--- src/sv/bsm_pkg.sv ---
package bsm_pkg;

	// action codes of an input item
	localparam logic [1:0] ACT_WRITE = 2'd0;
	localparam logic [1:0] ACT_TICK  = 2'd1;
	localparam logic [1:0] ACT_PRG   = 2'd2;
	localparam logic [1:0] ACT_CHR   = 2'd3;

	// register groups selected by address bits 14:13
	localparam logic [1:0] GRP_BANK   = 2'd0;
	localparam logic [1:0] GRP_MIRROR = 2'd1;
	localparam logic [1:0] GRP_LATCH  = 2'd2;
	localparam logic [1:0] GRP_IRQ_EN = 2'd3;

	// configuration register indexes
	localparam logic [1:0] CFG_PRG_COUNT = 2'd0;
	localparam logic [1:0] CFG_CHR_COUNT = 2'd1;
	localparam logic [1:0] CFG_CHR_RAM   = 2'd2;

	// widths
	localparam int ACT_W   = 2;
	localparam int ADDR_W  = 16;
	localparam int DATA_W  = 8;
	localparam int OFF_W   = 19;
	localparam int PCNT_W  = 7;
	localparam int CCNT_W  = 9;
	localparam int CIDX_W  = 2;
	localparam int STEP_W  = 3;

	localparam logic [PCNT_W-1:0] PRG_COUNT_MAX   = 7'd64;
	localparam logic [PCNT_W-1:0] PRG_COUNT_RESET = 7'd2;
	localparam logic [CCNT_W-1:0] CHR_COUNT_RESET = 9'd8;
	localparam logic [STEP_W-1:0] STEP_LAST       = 3'd7;

	// commands from controller to datapath
	typedef struct packed {
		logic load_in;
		logic exec;
		logic div_start;
		logic div_step;
		logic load_out;
	} cmd_t;

	// status from datapath to controller
	typedef struct packed {
		logic xlate;
		logic div_last;
		logic out_busy;
	} sts_t;

endpackage

--- src/sv/bank_switch_mapper_scanline_irq.sv ---
// channel   direction  handshake               payload
// in        input      in_valid / in_ready     action, address, value
// out       output     out_valid / out_ready   mapped_offset, irq_line, mirroring
// cfg       input      cfg_valid / cfg_ready   cfg_index, cfg_data
//
// a write or tick item passes through accept, execute and result load
// a translate item passes through accept, execute, a bit-serial bank modulo and result load
// one item is in work at a time; the next may be accepted once the result sits
// in the output register, and a stalled output holds the finished item
// reset gives the power-on bank counts and clears all mapper state at once
// cfg_ready is always high; a config write is registered whenever cfg_valid is high
module bank_switch_mapper_scanline_irq (
	input  logic                       clk,
	input  logic                       arst_n,
	input  logic                       in_valid,
	output logic                       in_ready,
	input  logic [bsm_pkg::ACT_W-1:0]  action,
	input  logic [bsm_pkg::ADDR_W-1:0] address,
	input  logic [bsm_pkg::DATA_W-1:0] value,
	output logic                       out_valid,
	input  logic                       out_ready,
	output logic [bsm_pkg::OFF_W-1:0]  mapped_offset,
	output logic                       irq_line,
	output logic                       mirroring,
	input  logic                       cfg_valid,
	output logic                       cfg_ready,
	input  logic [bsm_pkg::CIDX_W-1:0] cfg_index,
	input  logic [bsm_pkg::CCNT_W-1:0] cfg_data
);

	bsm_pkg::cmd_t cmd;
	bsm_pkg::sts_t sts;
	logic          ctrl_in_ready;

	assign cfg_ready = 1'b1;
	assign in_ready  = ctrl_in_ready;

	// sequencer
	bsm_ctrl u_ctrl (
		.clk      (clk),
		.arst_n   (arst_n),
		.in_valid (in_valid),
		.in_ready (ctrl_in_ready),
		.sts      (sts),
		.cmd      (cmd)
	);

	// mapper registers, modulo unit and output register
	bsm_dp u_dp (
		.clk           (clk),
		.arst_n        (arst_n),
		.cmd           (cmd),
		.sts           (sts),
		.cfg_valid     (cfg_valid),
		.cfg_index     (cfg_index),
		.cfg_data      (cfg_data),
		.action        (action),
		.address       (address),
		.value         (value),
		.out_valid     (out_valid),
		.out_ready     (out_ready),
		.mapped_offset (mapped_offset),
		.irq_line      (irq_line),
		.mirroring     (mirroring)
	);

`ifndef SYNTHESIS
	// an accepted item blocks further input until its result is loaded
	a_busy_after_accept: assert property (@(posedge clk) disable iff (!arst_n)
		(in_valid && in_ready) |=> !in_ready)
		else $error("second item accepted while one is in work");

	// no accepted item reaches the output slot before its execute step
	a_no_early_result: assert property (@(posedge clk) disable iff (!arst_n)
		(in_valid && in_ready) |=> !cmd.load_out)
		else $error("result loaded in the cycle after accept");
`endif

endmodule

--- src/sv/bsm_ctrl.sv ---
module bsm_ctrl (
	input  logic          clk,
	input  logic          arst_n,
	input  logic          in_valid,
	output logic          in_ready,
	input  bsm_pkg::sts_t sts,
	output bsm_pkg::cmd_t cmd
);

	typedef enum logic [3:0] {
		S_IDLE = 4'b0001,
		S_EXEC = 4'b0010,
		S_DIV  = 4'b0100,
		S_DONE = 4'b1000
	} state_t;

	state_t state_q;
	state_t state_d;

	// next state and commands
	always_comb begin
		state_d       = state_q;
		in_ready      = 1'b0;
		cmd           = '0;
		case (state_q)
			S_IDLE: begin
				in_ready = 1'b1;
				if (in_valid) begin
					cmd.load_in = 1'b1;
					state_d     = S_EXEC;
				end
			end
			S_EXEC: begin
				cmd.exec      = 1'b1;
				cmd.div_start = 1'b1;
				state_d       = sts.xlate ? S_DIV : S_DONE;
			end
			S_DIV: begin
				cmd.div_step = 1'b1;
				if (sts.div_last) begin
					state_d = S_DONE;
				end
			end
			S_DONE: begin
				if (!sts.out_busy) begin
					cmd.load_out = 1'b1;
					state_d      = S_IDLE;
				end
			end
			default: begin
				state_d = S_IDLE;
			end
		endcase
	end

	always_ff @(posedge clk or negedge arst_n) begin
		if (!arst_n) begin
			state_q <= S_IDLE;
		end else begin
			state_q <= state_d;
		end
	end

`ifndef SYNTHESIS
	// a result is only written once the output slot is free
	a_load_out_free: assert property (@(posedge clk) disable iff (!arst_n)
		cmd.load_out |-> !sts.out_busy)
		else $error("result loaded into a busy output slot");

	// the divider only steps for translate items
	a_div_xlate: assert property (@(posedge clk) disable iff (!arst_n)
		(state_q == S_EXEC && !sts.xlate) |=> !cmd.div_step)
		else $error("divider stepped for a write or tick item");
`endif

endmodule

--- src/sv/bsm_dp.sv ---
module bsm_dp (
	input  logic                               clk,
	input  logic                               arst_n,
	input  bsm_pkg::cmd_t                      cmd,
	output bsm_pkg::sts_t                      sts,
	input  logic                               cfg_valid,
	input  logic [bsm_pkg::CIDX_W-1:0]         cfg_index,
	input  logic [bsm_pkg::CCNT_W-1:0]         cfg_data,
	input  logic [bsm_pkg::ACT_W-1:0]          action,
	input  logic [bsm_pkg::ADDR_W-1:0]         address,
	input  logic [bsm_pkg::DATA_W-1:0]         value,
	output logic                               out_valid,
	input  logic                               out_ready,
	output logic [bsm_pkg::OFF_W-1:0]          mapped_offset,
	output logic                               irq_line,
	output logic                               mirroring
);

	// configuration
	logic [bsm_pkg::PCNT_W-1:0] prg_count_q;
	logic [bsm_pkg::CCNT_W-1:0] chr_count_q;
	logic                       chr_ram_q;

	// input item
	logic [bsm_pkg::ACT_W-1:0]  act_q;
	logic [bsm_pkg::ADDR_W-1:0] addr_q;
	logic [bsm_pkg::DATA_W-1:0] val_q;

	// mapper state
	logic [7:0] bank_sel_q;
	logic [7:0] bank_q [8];
	logic [7:0] latch_q;
	logic [7:0] count_q;
	logic       reload_q;
	logic       irq_en_q;
	logic       irq_pend_q;
	logic       mirror_q;

	// divider
	logic [bsm_pkg::CCNT_W-1:0] div_q;
	logic [7:0]                 dvd_q;
	logic [bsm_pkg::CCNT_W-1:0] rem_q;
	logic [bsm_pkg::STEP_W-1:0] step_q;

	// output register
	logic                       out_valid_q;
	logic [bsm_pkg::OFF_W-1:0]  offset_q;
	logic                       irq_q;
	logic                       mirror_out_q;

	logic       is_write;
	logic       is_tick;
	logic [1:0] grp;
	logic       odd;
	logic [1:0] win;
	logic [7:0] count_next;

	logic [bsm_pkg::PCNT_W-1:0] prg_n;
	logic [bsm_pkg::PCNT_W-1:0] prg_second_last;
	logic [bsm_pkg::PCNT_W-1:0] prg_last;
	logic [bsm_pkg::CCNT_W-1:0] chr_n;
	logic [12:0]                chr_a;
	logic [7:0]                 prg_src;
	logic [7:0]                 chr_src;

	logic [bsm_pkg::CCNT_W:0]   trial;
	logic [bsm_pkg::CCNT_W:0]   trial_sub;

	logic [5:0]                 prg_bank;
	logic [bsm_pkg::OFF_W-1:0]  offset_d;

	assign is_write = (act_q == bsm_pkg::ACT_WRITE);
	assign is_tick  = (act_q == bsm_pkg::ACT_TICK);
	assign grp      = addr_q[14:13];
	assign odd      = addr_q[0];
	assign win      = addr_q[14:13];

	// effective bank counts
	always_comb begin
		if (prg_count_q == '0) begin
			prg_n = 7'd1;
		end else if (prg_count_q > bsm_pkg::PRG_COUNT_MAX) begin
			prg_n = bsm_pkg::PRG_COUNT_MAX;
		end else begin
			prg_n = prg_count_q;
		end
		prg_second_last = (prg_n >= 7'd2) ? prg_n - 7'd2 : 7'd0;
		prg_last        = prg_n - 7'd1;
		chr_n           = (chr_count_q == '0) ? 9'd1 : chr_count_q;
	end

	// bank number ahead of the modulo
	always_comb begin
		prg_src = (win == 2'd1) ? {2'b00, bank_q[7][5:0]} : {2'b00, bank_q[6][5:0]};
		chr_a   = addr_q[12:0] ^ {bank_sel_q[7], 12'h000};
		if (!chr_a[12] && !chr_a[11]) begin
			chr_src = {bank_q[0][7:1], chr_a[10]};
		end else if (!chr_a[12]) begin
			chr_src = {bank_q[1][7:1], chr_a[10]};
		end else begin
			chr_src = bank_q[3'd2 + {1'b0, chr_a[11:10]}];
		end
	end

	// counter value after a tick
	assign count_next = (count_q == 8'd0 || reload_q) ? latch_q : count_q - 8'd1;

	// configuration port, taken at any time
	always_ff @(posedge clk or negedge arst_n) begin
		if (!arst_n) begin
			prg_count_q <= bsm_pkg::PRG_COUNT_RESET;
			chr_count_q <= bsm_pkg::CHR_COUNT_RESET;
			chr_ram_q   <= 1'b0;
		end else if (cfg_valid) begin
			case (cfg_index)
				bsm_pkg::CFG_PRG_COUNT: prg_count_q <= cfg_data[bsm_pkg::PCNT_W-1:0];
				bsm_pkg::CFG_CHR_COUNT: chr_count_q <= cfg_data;
				bsm_pkg::CFG_CHR_RAM:   chr_ram_q   <= cfg_data[0];
				default: begin
				end
			endcase
		end
	end

	// input capture
	always_ff @(posedge clk) begin
		if (cmd.load_in) begin
			act_q  <= action;
			addr_q <= address;
			val_q  <= value;
		end
	end

	// register writes and scanline ticks
	always_ff @(posedge clk or negedge arst_n) begin
		if (!arst_n) begin
			bank_sel_q <= '0;
			for (int i = 0; i < 8; i++) begin
				bank_q[i] <= '0;
			end
			latch_q    <= '0;
			count_q    <= '0;
			reload_q   <= 1'b0;
			irq_en_q   <= 1'b0;
			irq_pend_q <= 1'b0;
			mirror_q   <= 1'b0;
		end else if (cmd.exec && is_write) begin
			case (grp)
				bsm_pkg::GRP_BANK: begin
					if (odd) begin
						bank_q[bank_sel_q[2:0]] <= val_q;
					end else begin
						bank_sel_q <= val_q;
					end
				end
				bsm_pkg::GRP_MIRROR: begin
					if (!odd) begin
						mirror_q <= val_q[0];
					end
				end
				bsm_pkg::GRP_LATCH: begin
					if (odd) begin
						reload_q <= 1'b1;
					end else begin
						latch_q <= val_q;
					end
				end
				bsm_pkg::GRP_IRQ_EN: begin
					if (odd) begin
						irq_en_q <= 1'b1;
					end else begin
						irq_en_q   <= 1'b0;
						irq_pend_q <= 1'b0;
					end
				end
				default: begin
				end
			endcase
		end else if (cmd.exec && is_tick) begin
			count_q  <= count_next;
			reload_q <= 1'b0;
			if (count_next == 8'd0 && irq_en_q) begin
				irq_pend_q <= 1'b1;
			end
		end
	end

	// restoring modulo, one dividend bit per cycle
	assign trial     = {rem_q, dvd_q[7]};
	assign trial_sub = trial - {1'b0, div_q};

	always_ff @(posedge clk) begin
		if (cmd.div_start) begin
			div_q  <= (act_q == bsm_pkg::ACT_PRG) ? {2'b00, prg_n} : chr_n;
			dvd_q  <= (act_q == bsm_pkg::ACT_PRG) ? prg_src : chr_src;
			rem_q  <= '0;
			step_q <= '0;
		end else if (cmd.div_step) begin
			dvd_q  <= {dvd_q[6:0], 1'b0};
			rem_q  <= (trial >= {1'b0, div_q}) ? trial_sub[bsm_pkg::CCNT_W-1:0]
			                                    : trial[bsm_pkg::CCNT_W-1:0];
			step_q <= step_q + 3'd1;
		end
	end

	// final offset
	always_comb begin
		case (win)
			2'd0:    prg_bank = bank_sel_q[6] ? prg_second_last[5:0] : rem_q[5:0];
			2'd1:    prg_bank = rem_q[5:0];
			2'd2:    prg_bank = bank_sel_q[6] ? rem_q[5:0] : prg_second_last[5:0];
			default: prg_bank = prg_last[5:0];
		endcase
		case (act_q)
			bsm_pkg::ACT_PRG: offset_d = {prg_bank, addr_q[12:0]};
			bsm_pkg::ACT_CHR: begin
				if (chr_ram_q) begin
					offset_d = {6'd0, addr_q[12:0]};
				end else begin
					offset_d = {1'b0, rem_q[7:0], chr_a[9:0]};
				end
			end
			default: offset_d = '0;
		endcase
	end

	// output register
	always_ff @(posedge clk or negedge arst_n) begin
		if (!arst_n) begin
			out_valid_q <= 1'b0;
		end else if (cmd.load_out) begin
			out_valid_q <= 1'b1;
		end else if (out_ready) begin
			out_valid_q <= 1'b0;
		end
	end

	always_ff @(posedge clk) begin
		if (cmd.load_out) begin
			offset_q     <= offset_d;
			irq_q        <= irq_pend_q;
			mirror_out_q <= mirror_q;
		end
	end

	assign out_valid     = out_valid_q;
	assign mapped_offset = offset_q;
	assign irq_line      = irq_q;
	assign mirroring     = mirror_out_q;

	assign sts.xlate    = act_q[1];
	assign sts.div_last = (step_q == bsm_pkg::STEP_LAST);
	assign sts.out_busy = out_valid_q && !out_ready;

`ifndef SYNTHESIS
	// the running remainder always stays below the divisor
	a_rem_range: assert property (@(posedge clk) disable iff (!arst_n)
		$past(cmd.div_step) |-> (rem_q < div_q))
		else $error("modulo remainder out of range");

	// a pending interrupt is only cleared by a disable write
	a_irq_clear: assert property (@(posedge clk) disable iff (!arst_n)
		$fell(irq_pend_q) |-> $past(cmd.exec && is_write && grp == bsm_pkg::GRP_IRQ_EN && !odd))
		else $error("pending interrupt cleared without a disable write");

	// state is left alone by translate items
	a_xlate_quiet: assert property (@(posedge clk) disable iff (!arst_n)
		(cmd.exec && sts.xlate) |=> ($stable(count_q) && $stable(bank_sel_q)))
		else $error("translate item changed mapper state");
`endif

endmodule
--- config.mk ---
export PLATFORM = sky130hd
export DESIGN_NAME = bank_switch_mapper_scanline_irq
export DESIGN_NICKNAME = d
export VERILOG_FILES = /design/src/sv/bsm_pkg.sv /design/src/sv/bank_switch_mapper_scanline_irq.sv /design/src/sv/bsm_ctrl.sv /design/src/sv/bsm_dp.sv
export SDC_FILE = /design/constraint.sdc
export NUM_CORES = 1
export LEC_CHECK = 0
export BUFFER_PORTS_ARGS = -buffer_cell sky130_fd_sc_hd__buf_2
export CORE_ASPECT_RATIO = 1.5
export CORE_MARGIN = 3
export CORE_UTILIZATION = 56
export DETAILED_ROUTE_END_ITERATION = 8
export GPL_ROUTABILITY_DRIVEN = 0
export PLACE_DENSITY = 0.84
export SLEW_MARGIN = 20
export SYNTH_ARGS = -nofsm -noshare
export SYNTH_HDL_FRONTEND = slang
export SYNTH_HIERARCHICAL = 1
export SYNTH_SLANG_ARGS = --single-unit
export TNS_END_PERCENT = 20
--- constraint.sdc ---
create_clock -name clk -period 5.3 [get_ports clk]
set_input_delay 1.06 -clock clk [delete_from_list [all_inputs] [get_ports clk]]
set_output_delay 1.06 -clock clk [all_outputs]
set_load 0.02 [all_outputs]
### Yosys cells after proc, flatten, opt, wreduce, memory -nomap -nowiden

Index checks and enable logic that the tools add are counted.

* eq/ne operators: 20
* bitwise operators: 5
* reduce and logical (&&, ||, !) cells: 34
* order comparisons: 6
* muxes and demuxes: 48
* add/sub/neg operators: 6

Operator list (number)
* $mux W8: 9
* $bwmux W64: 1
* $pmux W19 S2: 1
* $mux W7: 4
* $bmux W8 S3: 1
* $demux W8 S3: 1
* $mux W6: 4
* $mux W1: 18
* $mux W18: 1
* $pmux W6 S3: 1
* $reduce_and A3 Y1: 6
* $logic_not A8 Y1: 2
* $mux W4: 4
* $pmux W4 S4: 1
* $xor A13 B13 Y13: 1
* $ne A2 B2 Y1 const B: 6
* $eq A2 B2 Y1 const B: 5
* $ge A10 B9 Y1: 1
* $reduce_and A2 Y1: 5
* $logic_not A9 Y1: 1
* $mux W9: 1
* $sub A9 B9 Y9: 1
* $ge A4 B4 Y1 const B: 2
* $not A3 Y4: 2
* other kinds (25): 40

* input bits: 42
* output and inout bits: 24
* word-level logic and storage cells: 150
* register bits after elaboration: 189

### Depth between registers and ports, before layout

* depth in word-level cells: 10
* depth in mapped cells: 10
* mapped depth without buffers: 9

### Cells and area by module

The synthesis kept the hierarchy.

By module, submodules not included
* bsm_dp: instances 1, area an instance 8232.9 µm², cells each 656, seq. area each 4662.0 µm²
* bsm_ctrl: instances 1, area an instance 257.7 µm², cells each 28, seq. area each 101.3 µm²
* bank_switch_mapper_scanline_irq: instances 1, area an instance 11.3 µm², cells each 2, seq. area each 0.0 µm²

### Worst setup path after synthesis

No wires, ideal clock.

* path type: input to register
* from: in out_ready
* to: reg u_dp.irq_q, in the netlist u_dp/irq_line, enable pin
* required time: 4.845 ns
* arrival time: 3.287 ns
* cell stages on the path: 2
* buffers on the path: 0
* setup time: 0.455 ns
* setup slack: 1.558 ns
* path through: nor2b_1 nor4bb_1

RTL lines
* start, declared: line bank_switch_mapper_scanline_irq.sv:21 `input logic out_ready,`
* end signal, assigned: line bsm_dp.sv:241 `irq_q <= irq_pend_q;`
* end, declared: line bsm_dp.sv:48 `logic irq_q;`

### Worst setup path in the final report

* from: reg u_ctrl.state_q[2]
* to: reg u_dp/bank_q[30] (netlist bit)

* word-level cells in the longest chain between the ends: 4

Ends and longest elaborated chain
* start, declared: line bsm_ctrl.sv:17 `state_t state_q;`
* start signal, assigned: line bsm_ctrl.sv:60 `state_q <= state_d;`
* $eq A4 B2 Y1: line bsm_ctrl.sv:25 `case (state_q)`
* $mux W2: line bsm_ctrl.sv:25
* $logic_and A1 B1 Y1: line bsm_dp.sv:147 `end else if (cmd.exec && is_write) begin`
* $reduce_and A3 Y1 (no source line)
* end signal, assigned by index: line bsm_dp.sv:151 `bank_q[bank_sel_q[2:0]] <= val_q;`
* end, declared: line bsm_dp.sv:31 `logic [7:0] bank_q [8];`

Every way passes these cells.
A chain may end at the register's enable or synchronous reset.

==> results.toml <==
[outcome]
status = "finished, final reports clean"

[timing]
timing.final.max_slew_violations = 0
setup_viol = 0
worstMarginPinSlew_ns = 1.221
final.setup.worst_slack_ns = 1.826
skew_ns = 0.009430
finalHoldViolations = 0
fin_crit_ns = 3.474
tns_ns = 0
relSlewSlack_pct = 17.56
rsz0062_at_grt = "false"
fmax_ghz = 0.2879
min_period_over_period_pct = 65.54

[layout]
syn2layout_area_growth_pct = 12.23
n_antenna_cell = 0
drive_above_1_share_pct = 29.40
nNetsFinal = 801
fin_util_pct = 64.78

[critical_path]
rrSetupSlack_ns = 1.83
worst_setup_path_end_kind = "flip-flop"
crit_required_ns = 5.60
cp_slowest_stage_delay_ns = 0.61
worstPathMaxFanout = 36
worstPathArrival_ns = 3.78
endpoint = "u_dp/bank_q[30]"
critical_path.top_delay_family = "simple AND/OR/NAND/NOR gates"
crit_start = "u_ctrl/state_q[2]"
worstPathCellList = "or3b_1 -> nor2_2 -> buf_4 -> nor2b_4 -> nand3b_1 -> or4_1 -> nor3b_4 -> mux2_2"
start_kind = "flip-flop"
reg2reg_from = "u_ctrl/state_q[2]"
worst_r2r_path_depth = 8
worstSetupPathDepth = 8
path_class = "reg -> reg"
crit_slowest_cell = "or4_1"
regToRegEndpoint = "u_dp/bank_q[30]"
worst-path-buf-inv = 1

[grt]
antenna_found_initial = 0
grt_max_degree = 73
grt_pass1_wl_mm = 29.12
grt_use_total_pct = 22.15
overflow = 0
grt_pass1_vias = 5888

[drt]
drt-total-wl_mm = 17.93
vias_per_cell = 5.954
num_vias = 5662
drtIter0Drc = 301
ant_nets = 0
wire_per_inst_um = 18.86
drc = 0
drtPass1Iterations = 5

[die]
initial_utilization_pct = 57.72
core_area_mm2 = 0.01473
dieArea_mm2 = 0.01673
die_x_um = 106.6
rows = 54
fp.dieH_um = 156.9
boundaryPins = 66

[yosys]
synth_common_cells = "dfrtp_1, mux2_2, edfxtp_1, nor2_1, nand2_1"
seq_area_frac_synth_pct = 56.03
synth_nets = 745
synth-main-ff-cell = "dfrtp_1"
synth_top_cell_by_area = "dfrtp_1"
yosysMostFrequentCell = "dfrtp_1"
synth-edff-count = 63
syn_inst = 686
ys_ff_latch = 180
syn_area_mm2 = 0.008502
ys_async_sr_fraction_pct = 58.33
synth_top_area_share_pct = 30.02
netlist-cell-type-count = 62
yosys_warnings = 6
avgSynthCellArea_um2 = 12.39
synthTopCellsByArea = "dfrtp_1, edfxtp_1, mux2_2"

[placement]
port_buffers = 63
dp_hpwl_mm = 12.70
pre_cts_ws_ns = 1.839

[clock_tree]
numCtsBuffers = 17
clkLatencyLatePin_ns = 0.42
cts_setup_buffers = 0
cts.sinks = 180
cts_tree = "done"
cts-root-buf = "clkbuf_16"
cts_hold_buf = 0
h-tree-depth = 4
clk_pin_slew_ns = 0.07
cts_buffer_depth = 2
cts_resized = 0

[min_path]
min_path_type = "reg -> reg"

[pwr]
ir_drop_mv = 0.2063
p_leak_uw = 0.004153
pwr_density_cell_mw_per_mm2 = 433.9

[flow_run]
drv_cap = 0
[cells by family after synthesis]
| logic type | Yosys count | synth area share [%] |
|---|---|---|
| flip-flops | 180 | 56.03 |
| AO/OA/AOI/OAI | 99 | 7.667 |
| buffers and inverters | 55 | 2.693 |
| AND/OR/NAND/NOR | 192 | 12.02 |
| multiplexers | 126 | 17.31 |
| adder cells (fa/ha/maj) | 17 | 2.590 |
| XOR/XNOR | 16 | 1.648 |
| other | 1 | 0.04411 |
[cell type report]
class / count / area, µm²
clock buffer: 18 / 429.2
clock inverter: 14 / 122.6
fill: 1098 / 5187
inverter: 23 / 86.33
multi-input combinational: 451 / 3532
sequential: 180 / 4763
tap: 196 / 245.2
timing repair buffer: 69 / 362.8
[layout by cell type, fill, tap and decap left out, types with 4 or more instances in the layout]
master     Yosys  routed
o22ai_1        8       8
mux2i_1       21      21
a311oi_1       7       7
nor2_1        50      49
a211oi_1      10      10
buf_4          5       7
mux4_2         7       7
nand2_1       42      42
a21oi_1       24      24
a22o_1         5       5
edfxtp_1      63      63
clkbuf_16      0      17
a31oi_1        4       4
nand3b_1       7       7
dfxtp_1       12      12
buf_2          3      62
o21ai_0       20      20
dfrtp_1      102     102
nor3_1        14      14
inv_1         23      23
xnor2_1       10      10
nor2b_1       11      11
xor2_1         6       6
nand2b_1      10      10
nand3_1       11      11
ha_1          16      16
mux2_2        98      98
and2_1        16      16
[metal layers]
layer / share of wire (%) / track usage [%] / vias up
met5: 0 / 0 / -
met4: 3.3 / 9.385 / 0
met3: 4.4 / 3.898 / 56
li1: - / - / 2618
met2: 54 / 40.54 / 218
met1: 38 / 25.40 / 2770
[sequential cells by signal, summed over array words and instances (netlist names), 2 cells and up]
register            flops
u_ctrl/state_q          4
u_dp/act_q              2
u_dp/count_q            8
u_dp/bank_q            58
u_dp/prg_count_q        7
u_dp/addr_q            15
u_dp/step_q             3
u_dp/bank_sel_q         5
u_dp/dvd_q              8
u_dp/latch_q            8
u_dp/mapped_offset     19
u_dp/chr_count_q        9
u_dp/val_q              8
u_dp/rem_q              9
u_dp/div_q              9
[power by group]
part           internal, µW  switching [µW]
Clock                   616             553
Combinational           444             609
Sequential             1680             239
[metrics by stage]
stage	instances	hold WS, ns	cell area, µm²	power, µW
floorplan	686	0.4211	8502	2657
finish	951	0.4775	9542	4140
global placement	919	0.4368	8985	2873
CTS	951	0.4732	9537	4129
detailed placement	919	0.4711	8985	2958
global route	951	0.4812	9542	4347
[worst min-delay path by stage]
stage,start,end,depth (start not counted)
CTS,u_dp/irq_pend_q,u_dp/irq_line,0
global placement,u_dp/irq_pend_q,u_dp/irq_line,0
finish,u_dp/irq_pend_q,u_dp/irq_line,0
detailed placement,u_dp/irq_pend_q,u_dp/irq_line,0
floorplan,u_dp/mirror_q,u_dp/mirroring,0
global route,u_dp/irq_pend_q,u_dp/irq_line,0
(Power assumes the default switching activity.)
